--- src/rtl/otc_pkg.sv ---
// Shared types and constants for the oven timer controller.
// Holds the state encodings, the register set, and the item and result records.
// No dependencies.
package otc_pkg;

  localparam int LED_COUNT = 8;

  localparam logic [7:0] ALL_LEDS = 8'((1 << LED_COUNT) - 1);
  localparam logic [9:0] TEMP_RESET = 10'd350;
  localparam logic [9:0] TEMP_MAX = 10'd1023;
  localparam logic [8:0] PERIOD_MAX = 9'd510;

  localparam logic [3:0] TPS_RESET = 4'd5;
  localparam logic [7:0] HOLD_RESET = 8'd5;
  localparam logic [9:0] BAKE_BASE_RESET = 10'd300;
  localparam logic [9:0] BROIL_RESET = 10'd500;

  localparam int CFG_IDX_W = 2;
  localparam int CFG_DATA_W = 10;
  localparam logic [CFG_IDX_W-1:0] REG_TICKS_PER_SECOND = 2'd0;
  localparam logic [CFG_IDX_W-1:0] REG_HOLD_TICKS = 2'd1;
  localparam logic [CFG_IDX_W-1:0] REG_BAKE_TEMP_BASE = 2'd2;
  localparam logic [CFG_IDX_W-1:0] REG_BROIL_TEMPERATURE = 2'd3;

  localparam int IN_DATA_W = 16;
  localparam int OUT_DATA_W = 40;

  typedef enum logic [2:0] {
    ST_SETUP  = 3'd0,
    ST_SELECT = 3'd1,
    ST_COOK   = 3'd2,
    ST_RESETP = 3'd3,
    ST_DONE   = 3'd4
  } otc_oven_state_t;

  typedef enum logic [1:0] {
    MODE_BAKE  = 2'd0,
    MODE_TOAST = 2'd1,
    MODE_BROIL = 2'd2
  } otc_mode_t;

  typedef struct packed {
    logic [3:0] ticks_per_second;
    logic [7:0] hold_ticks;
    logic [9:0] bake_temp_base;
    logic [9:0] broil_temperature;
  } otc_cfg_t;

  typedef struct packed {
    logic       tick;
    logic       adc_valid;
    logic [9:0] adc_sample;
    logic       button3_down;
    logic       button3_up;
    logic       button4_down;
    logic       button4_up;
  } otc_item_t;

  typedef struct packed {
    otc_oven_state_t oven_state;
    otc_mode_t       mode_reg;
    logic            edit_flag;
    logic [9:0]      temp_setting;
    logic [9:0]      saved_temp;
    logic [8:0]      set_time;
    logic [8:0]      remaining_time;
    logic [15:0]     free_time;
    logic [15:0]     press_stamp;
    logic [3:0]      second_phase;
    logic [8:0]      led_period;
    logic [3:0]      led_spread;
    logic [8:0]      led_ticks;
    logic [7:0]      led_reg;
    logic            invert_flag;
  } otc_regs_t;

  typedef struct packed {
    logic [2:0] state_code;
    logic [1:0] cook_mode;
    logic [8:0] shown_time;
    logic [9:0] temperature;
    logic [7:0] led_bar;
    logic       display_inverted;
    logic       editing_temperature;
  } otc_result_t;

endpackage

--- src/rtl/otc_in_reg.sv ---
// Input register of the oven timer controller: takes one event transaction
// and unpacks it into an item record. Depends on otc_pkg.
module otc_in_reg (
  input  logic                          clk,
  input  logic                          rst,
  input  logic                          s_tvalid,
  output logic                          s_tready,
  // tick, adc_sample[9:0], button3_down, button3_up, button4_down, button4_up
  input  logic [otc_pkg::IN_DATA_W-1:0] s_tdata,
  // adc_valid
  input  logic                          s_tuser,
  input  logic                          advance,
  output logic                          item_valid,
  output otc_pkg::otc_item_t            item
);
  import otc_pkg::*;

  logic accept;

  assign s_tready = !item_valid || advance;
  assign accept = s_tvalid && s_tready;

  always_ff @(posedge clk) begin
    if (rst) begin
      item_valid <= 1'b0;
    end else if (accept) begin
      item_valid <= 1'b1;
    end else if (advance) begin
      item_valid <= 1'b0;
    end
  end

  always_ff @(posedge clk) begin
    if (accept) begin
      item.tick         <= s_tdata[0];
      item.adc_valid    <= s_tuser;
      item.adc_sample   <= s_tdata[10:1];
      item.button3_down <= s_tdata[11];
      item.button3_up   <= s_tdata[12];
      item.button4_down <= s_tdata[13];
      item.button4_up   <= s_tdata[14];
    end
  end

endmodule

--- src/rtl/otc_update.sv ---
// Next-state and result logic of the oven timer controller for one event item.
// Purely combinational; depends on otc_pkg.
module otc_update (
  input  otc_pkg::otc_cfg_t    cfg,
  input  otc_pkg::otc_item_t   item,
  input  otc_pkg::otc_regs_t   st,
  output otc_pkg::otc_regs_t   st_next,
  output otc_pkg::otc_result_t result
);
  import otc_pkg::*;

  logic [15:0] held;
  logic        long_hold;
  logic [7:0]  knob;
  logic [10:0] temp_sum;
  logic [12:0] total;
  logic [12:0] quot;
  logic [8:0]  lt_inc;
  logic        led_shift;
  logic [8:0]  ck_led_ticks;
  logic [3:0]  ck_spread;
  logic [7:0]  ck_led;
  logic [8:0]  ck_rem;
  logic        ck_done;
  logic [3:0]  ck_phase;
  otc_mode_t   new_mode;

  always_comb begin
    knob = item.adc_sample[9:2];
    temp_sum = 11'(knob) + {1'b0, cfg.bake_temp_base};

    lt_inc = st.led_ticks + 9'd1;
    led_shift = ((st.led_spread != 4'd0) && ({1'b0, lt_inc} == {1'b0, st.led_period} + 10'd1))
      || ((st.led_spread == 4'd0) && (lt_inc == st.led_period));
    ck_led_ticks = led_shift ? 9'd0 : lt_inc;
    ck_spread = (led_shift && (st.led_spread != 4'd0)) ? st.led_spread - 4'd1 : st.led_spread;
    ck_led = led_shift ? {st.led_reg[6:0], 1'b0} : st.led_reg;
    ck_rem = st.remaining_time;
    ck_done = 1'b0;
    if (st.remaining_time == 9'd0) begin
      ck_rem = st.set_time;
      ck_done = 1'b1;
      ck_led = 8'd0;
    end
    ck_phase = st.second_phase + 4'd1;
    if (ck_phase >= cfg.ticks_per_second) begin
      ck_phase = 4'd0;
      if (ck_rem != 9'd0) begin
        ck_rem = ck_rem - 9'd1;
      end
    end

    case (st.mode_reg)
      MODE_BAKE:  new_mode = MODE_TOAST;
      MODE_TOAST: new_mode = MODE_BROIL;
      default:    new_mode = MODE_BAKE;
    endcase

    st_next = st;
    if (item.tick) begin
      st_next.free_time = st.free_time + 16'd1;
    end
    held = st_next.free_time - st.press_stamp;
    long_hold = held >= {8'd0, cfg.hold_ticks};
    total = 13'd0;
    quot = 13'd0;

    case (st.oven_state)
      ST_SETUP: begin
        if (item.adc_valid) begin
          if ((st.mode_reg == MODE_BAKE) && st.edit_flag) begin
            st_next.temp_setting = (temp_sum > {1'b0, TEMP_MAX}) ? TEMP_MAX : temp_sum[9:0];
          end else begin
            st_next.set_time = 9'(knob) + 9'd1;
            st_next.remaining_time = 9'(knob) + 9'd1;
          end
        end
        total = 13'(st_next.set_time * cfg.ticks_per_second);
        quot = 13'(total / LED_COUNT);
        if (item.button3_down) begin
          st_next.press_stamp = st_next.free_time;
          st_next.oven_state = ST_SELECT;
        end else if (item.button4_down) begin
          st_next.second_phase = 4'd0;
          st_next.oven_state = ST_COOK;
          st_next.led_reg = ALL_LEDS;
          st_next.led_period = (quot > 13'(PERIOD_MAX)) ? PERIOD_MAX : quot[8:0];
          st_next.led_spread = 4'(total % LED_COUNT);
          st_next.led_ticks = 9'd0;
        end
      end
      ST_SELECT: begin
        if (item.button3_up) begin
          if (long_hold) begin
            if (st.mode_reg == MODE_BAKE) begin
              st_next.edit_flag = !st.edit_flag;
            end
          end else begin
            st_next.mode_reg = new_mode;
            if (new_mode == MODE_BROIL) begin
              st_next.saved_temp = st.temp_setting;
              st_next.temp_setting = cfg.broil_temperature;
            end else if (new_mode == MODE_BAKE) begin
              st_next.temp_setting = st.saved_temp;
            end
          end
          st_next.oven_state = ST_SETUP;
        end
      end
      ST_COOK, ST_RESETP: begin
        if (item.tick) begin
          st_next.led_ticks = ck_led_ticks;
          st_next.led_spread = ck_spread;
          st_next.led_reg = ck_led;
          st_next.remaining_time = ck_rem;
          st_next.second_phase = ck_phase;
          if (ck_done) begin
            st_next.oven_state = ST_DONE;
          end
        end
        if (st.oven_state == ST_COOK) begin
          if (item.button4_down) begin
            st_next.oven_state = ST_RESETP;
            st_next.press_stamp = st_next.free_time;
          end
        end else begin
          if (long_hold) begin
            st_next.remaining_time = st.set_time;
            st_next.oven_state = ST_SETUP;
            st_next.led_reg = 8'd0;
          end
          if (item.button4_up && !long_hold) begin
            st_next.oven_state = ST_COOK;
          end
        end
      end
      default: begin
        if (item.tick) begin
          st_next.invert_flag = !st.invert_flag;
        end
        if (item.button4_up) begin
          st_next.invert_flag = 1'b1;
          st_next.oven_state = ST_SETUP;
        end
      end
    endcase
  end

  always_comb begin
    result.state_code = st_next.oven_state;
    result.cook_mode = st_next.mode_reg;
    if ((st_next.oven_state == ST_COOK) || (st_next.oven_state == ST_RESETP)) begin
      result.shown_time = st_next.remaining_time;
    end else begin
      result.shown_time = st_next.set_time;
    end
    result.temperature = st_next.temp_setting;
    result.led_bar = st_next.led_reg;
    result.display_inverted = st_next.invert_flag;
    result.editing_temperature = st_next.edit_flag;
  end

endmodule

--- src/rtl/oven_timer_controller_core.sv ---
// Accepted events wait in the input register; each result is registered once the output
// register is free. Throughput: one event per cycle unless the output stalls; the state
// register loops through the update logic, and an output register decouples stalls.
// Reset is synchronous: it clears the state to setup/bake with temperature 350,
// restores the default register values and empties both stages.
module oven_timer_controller_core (
  input  logic                           clk,
  input  logic                           rst,
  input  logic                           cfg_wr_en,
  input  logic [otc_pkg::CFG_IDX_W-1:0]  cfg_index,
  input  logic [otc_pkg::CFG_DATA_W-1:0] cfg_data,
  input  logic                           s_tvalid,
  output logic                           s_tready,
  // tick, adc_sample[9:0], button3_down, button3_up, button4_down, button4_up, zero pad
  input  logic [otc_pkg::IN_DATA_W-1:0]  s_tdata,
  // adc_valid
  input  logic                           s_tuser,
  output logic                           m_tvalid,
  input  logic                           m_tready,
  // state_code[2:0], cook_mode[1:0], shown_time[8:0], temperature[9:0], led_bar[7:0],
  // display_inverted, editing_temperature, zero pad
  output logic [otc_pkg::OUT_DATA_W-1:0] m_tdata
);
  import otc_pkg::*;

  otc_cfg_t    cfg_q;
  otc_regs_t   st_q;
  otc_regs_t   st_next;
  otc_item_t   item;
  otc_result_t result;
  logic        item_valid;
  logic        advance;

  assign advance = item_valid && (!m_tvalid || m_tready);

  always_ff @(posedge clk) begin
    if (rst) begin
      cfg_q.ticks_per_second <= TPS_RESET;
      cfg_q.hold_ticks <= HOLD_RESET;
      cfg_q.bake_temp_base <= BAKE_BASE_RESET;
      cfg_q.broil_temperature <= BROIL_RESET;
    end else if (cfg_wr_en) begin
      case (cfg_index)
        REG_TICKS_PER_SECOND: cfg_q.ticks_per_second <= cfg_data[3:0];
        REG_HOLD_TICKS: cfg_q.hold_ticks <= cfg_data[7:0];
        REG_BAKE_TEMP_BASE: cfg_q.bake_temp_base <= cfg_data;
        REG_BROIL_TEMPERATURE: cfg_q.broil_temperature <= cfg_data;
        default: begin
        end
      endcase
    end
  end

  otc_in_reg u_in_reg (
    .clk       (clk),
    .rst       (rst),
    .s_tvalid  (s_tvalid),
    .s_tready  (s_tready),
    .s_tdata   (s_tdata),
    .s_tuser   (s_tuser),
    .advance   (advance),
    .item_valid(item_valid),
    .item      (item)
  );

  otc_update u_update (
    .cfg    (cfg_q),
    .item   (item),
    .st     (st_q),
    .st_next(st_next),
    .result (result)
  );

  always_ff @(posedge clk) begin
    if (rst) begin
      st_q.oven_state <= ST_SETUP;
      st_q.mode_reg <= MODE_BAKE;
      st_q.edit_flag <= 1'b0;
      st_q.temp_setting <= TEMP_RESET;
      st_q.saved_temp <= 10'd0;
      st_q.set_time <= 9'd0;
      st_q.remaining_time <= 9'd0;
      st_q.free_time <= 16'd0;
      st_q.press_stamp <= 16'd0;
      st_q.second_phase <= 4'd0;
      st_q.led_period <= 9'd0;
      st_q.led_spread <= 4'd0;
      st_q.led_ticks <= 9'd0;
      st_q.led_reg <= 8'd0;
      st_q.invert_flag <= 1'b0;
    end else if (advance) begin
      st_q <= st_next;
    end
  end

  always_ff @(posedge clk) begin
    if (rst) begin
      m_tvalid <= 1'b0;
    end else if (advance) begin
      m_tvalid <= 1'b1;
    end else if (m_tready) begin
      m_tvalid <= 1'b0;
    end
  end

  always_ff @(posedge clk) begin
    if (advance) begin
      m_tdata <= {6'd0, result.editing_temperature, result.display_inverted,
                  result.led_bar, result.temperature, result.shown_time,
                  result.cook_mode, result.state_code};
    end
  end

  a_spread_in_range: assert property (@(posedge clk) disable iff (rst)
    int'(st_q.led_spread) < LED_COUNT)
    else $error("LED spread count reached the LED count");

  a_period_capped: assert property (@(posedge clk) disable iff (rst)
    st_q.led_period <= PERIOD_MAX)
    else $error("LED period above its cap");

  a_result_follows: assert property (@(posedge clk) disable iff (rst)
    advance |=> m_tvalid)
    else $error("Processed item did not produce a result");

  a_state_holds: assert property (@(posedge clk) disable iff (rst)
    !advance |=> $stable(st_q))
    else $error("Controller state changed without an item");

endmodule
--- config.mk ---
export PLATFORM = sky130hd
export DESIGN_NAME = oven_timer_controller_core
export DESIGN_NICKNAME = d
export VERILOG_FILES = /design/src/rtl/otc_pkg.sv /design/src/rtl/otc_in_reg.sv /design/src/rtl/otc_update.sv /design/src/rtl/oven_timer_controller_core.sv
export SDC_FILE = /design/constraint.sdc
export NUM_CORES = 1
export LEC_CHECK = 0
export ABC_AREA = 1
export BUFFER_PORTS_ARGS = -buffer_cell sky130_fd_sc_hd__clkbuf_2
export CORE_MARGIN = 5
export CORE_UTILIZATION = 40
export CTS_CLUSTER_SIZE = 14
export DETAILED_ROUTE_END_ITERATION = 16
export HOLD_SLACK_MARGIN = 0.08
export PLACE_DENSITY = 0.59
export SLEW_MARGIN = 40
export SYNTH_ARGS = -nofsm -noshare
export SYNTH_HDL_FRONTEND = slang
export SYNTH_SLANG_ARGS = --single-unit
--- constraint.sdc ---
create_clock -name clk -period 5.9 [get_ports clk]
set_input_delay 0.295 -clock clk [delete_from_list [all_inputs] [get_ports clk]]
set_output_delay 0.295 -clock clk [all_outputs]
set_load 0.02 [all_outputs]
==> run metrics <==
vias post-DR 12,139; Multi-input gate area 7140 µm²; # diodes 0; number of I/O pins 76; global-route wire length before repair 60.0 mm; port bufs 66; hold slack 0.0911 ns; number of global-route vias before repair 11,599; gpl congestion 0.911; pre-CTS WS 0.958 ns; Via density 5.21; fillers 3,234; die height 189 µm; final slew viol count 0; DRT antenna net count 0; Synth Instances 1,862; Final Hold Vio Count 0; Sink Count 193; setup ws final 0.890 ns; ys flop type dfxtp_1; fraction of registers with async set/reset 0; Max-Slew Margin vs Limit 0.471; Yosys cell types 56; WL final 36.7 mm; status finished clean; crit share post-route 0.849; global route overflow 0; startpoint type of the worst setup path flop; initial antenna violation count 0; htree depth 4; Avg Inst Size Synth 6.91 µm²; worst slew pin tran 0.793 ns; Hold Path Class primary input to flop; worst vdd rail ir drop 186 µV; register area 4340 µm²; R2R cell count 23; cell with the most instances after synthesis nand2_1; layout cells sized above 1 0.0799; largest net degree at the start of global routing 80; Warnings, synthesis 0; Max-Cap Viols 0; DR iter-0 viols 1,012; Core ar. 31,600 µm²; Synth area leader dfxtp_1; top cell type's share of synthesized area 0.226; Non-Filler Instances 2,329; CP Capture Type flop; sequential cell area fraction in the yosys report 0.338; Yosys reg bits 193; Area growth, synth to finish 10.6%; Clock Latency Late Sink 0.44 ns; WP data arrival 5.37 ns; Initial Util 0.407; clk slew on worst S/H paths 0.08 ns; top fanout value on the critical path 12; Worst Skew 0.0159 ns; DRC 0; deepest clock path buffer count 2; CTS tree done; Synth top cells by count nand2_1 (423), inv_1 (285), a21oi_1 (176); critical path required time 6.26 ns; layout net count 2,025; overall power 3.72 mW; final setup vio count 0; Leakage 6.81 nW; critical path class flop to flop; DP Cell Count 2,283; CTS buffer count 17; hold buffer count at CTS 14; Post-CTS Setup Inserts 0; Fmax 200 MHz; Post-synth EDFFs 48; Hold Path Cell Cnt 3; crit path time final 5.01 ns; # rows 65; synth top area cells dfxtp_1 (23%), nand2_1 (12%), edfxtp_1 (11%); Syn Std Cell Area 12,900 µm²; total die area 35,900 µm²; Reg2Reg Setup Slack 0.89 ns; Pre-antenna DRT Iters 5; Detail Placement HPWL 26.4 mm; gr usage total 0.204; post-route setup TNS 0 ns; Die Span X 189 µm; RSZ-0062 raised after global routing false; DR WL/cell 15.7 µm; clock root cell clkbuf_16; pwr dens 262 nW/µm²; post-CTS sizing 0
metal layers:
layer / GRT usage / routed length [µm] / vias to the layer above
met5: 0 / 0 / -
met4: 0.0415 / 417 / 0
met3: 0.0291 / 1770 / 29
met2: 0.338 / 16900 / 314
met1: 0.287 / 17600 / 5625
li1: - / - / 6171
report_power, final:
part | internal, mW | total [mW] | switching, mW
combinational | 0.355 | 1.07 | 0.720
sequential | 1.44 | 1.50 | 0.0598
clock | 0.593 | 1.15 | 0.556
registers in the layout, indices dropped and copies added (netlist names):
register,count
cfg_q,32
m_tdata,34
m_tvalid,1
st_q,111
u_in_reg.item,14
u_in_reg.item_valid,1
cells by family after synthesis:
family / count (synthesis) / synth area share
buffers and inverters: 359 / 0.110
XOR/XNOR: 47 / 0.0320
AND/OR/NAND/NOR: 811 / 0.278
AO/OA/AOI/OAI: 374 / 0.158
other: 1 / 0.000291
adder cells (fa/ha/maj): 77 / 0.0842
flip-flops: 193 / 0.338
critical path, cell delays in order, from the launching register on:
cell and delay (ns):
dfxtp_1 0.36, nor2_1 0.24, ha_1 0.22, nor2_1 0.05, buf_4 0.16, inv_1 0.23, nor2_1 0.11, a21oi_1 0.30
nand2_1 0.13, fa_1 0.54, inv_1 0.05, fa_1 0.49, ha_1 0.36, a21oi_1 0.24, o21ai_0 0.14, a21oi_1 0.21
nor2_1 0.05, o21ai_0 0.15, nand2_1 0.08, or2_2 0.28, nand4_1 0.09, o21a_1 0.24, nand2_1 0.08, a21oi_1 0.12
through the flow:
stage | area (µm²) | util
global route | 14200 | 0.450
CTS | 14200 | 0.450
global placement | 13500 | 0.427
detailed placement | 13500 | 0.428
finish | 14200 | 0.450
floorplan | 12900 | -
path summary, 6_finish.rpt:
kind / start / to
worst min register to register: cfg_q[25] / cfg_q[25]
worst max register to register: st_q[107] / st_q[22]
worst max-delay path: st_q[107] / st_q[22]
worst min-delay path: cfg_data[8] / cfg_q[18]
final cells by class:
class | instances | area share
clock buffers | 19 | 0.0304
clock inverters | 13 | 0.00914
inverters | 293 | 0.0776
multi-input cells | 1315 | 0.502
flip-flops and latches | 193 | 0.305
well taps | 402 | 0.0353
repair buffers | 94 | 0.0407
cells in the final DEF (no fill, tap or decap), types with 11 or more instances in the layout:
| cell type | count |
|---|---|
| o22ai_1 | 11 |
| buf_4 | 13 |
| xor2_1 | 38 |
| a21oi_1 | 176 |
| o21ai_1 | 17 |
| edfxtp_1 | 48 |
| nor2_1 | 152 |
| nand2_1 | 422 |
| ha_1 | 61 |
| dfxtp_1 | 145 |
| fa_1 | 16 |
| clkbuf_16 | 17 |
| inv_1 | 283 |
| o21ai_0 | 117 |
| clkbuf_2 | 65 |
| dlygate4sd3_1 | 14 |
| nand3_1 | 144 |
| o211ai_1 | 11 |
| nor3_1 | 16 |
| nand4_1 | 28 |
Note: power is estimated with default switching activity, not from simulation.
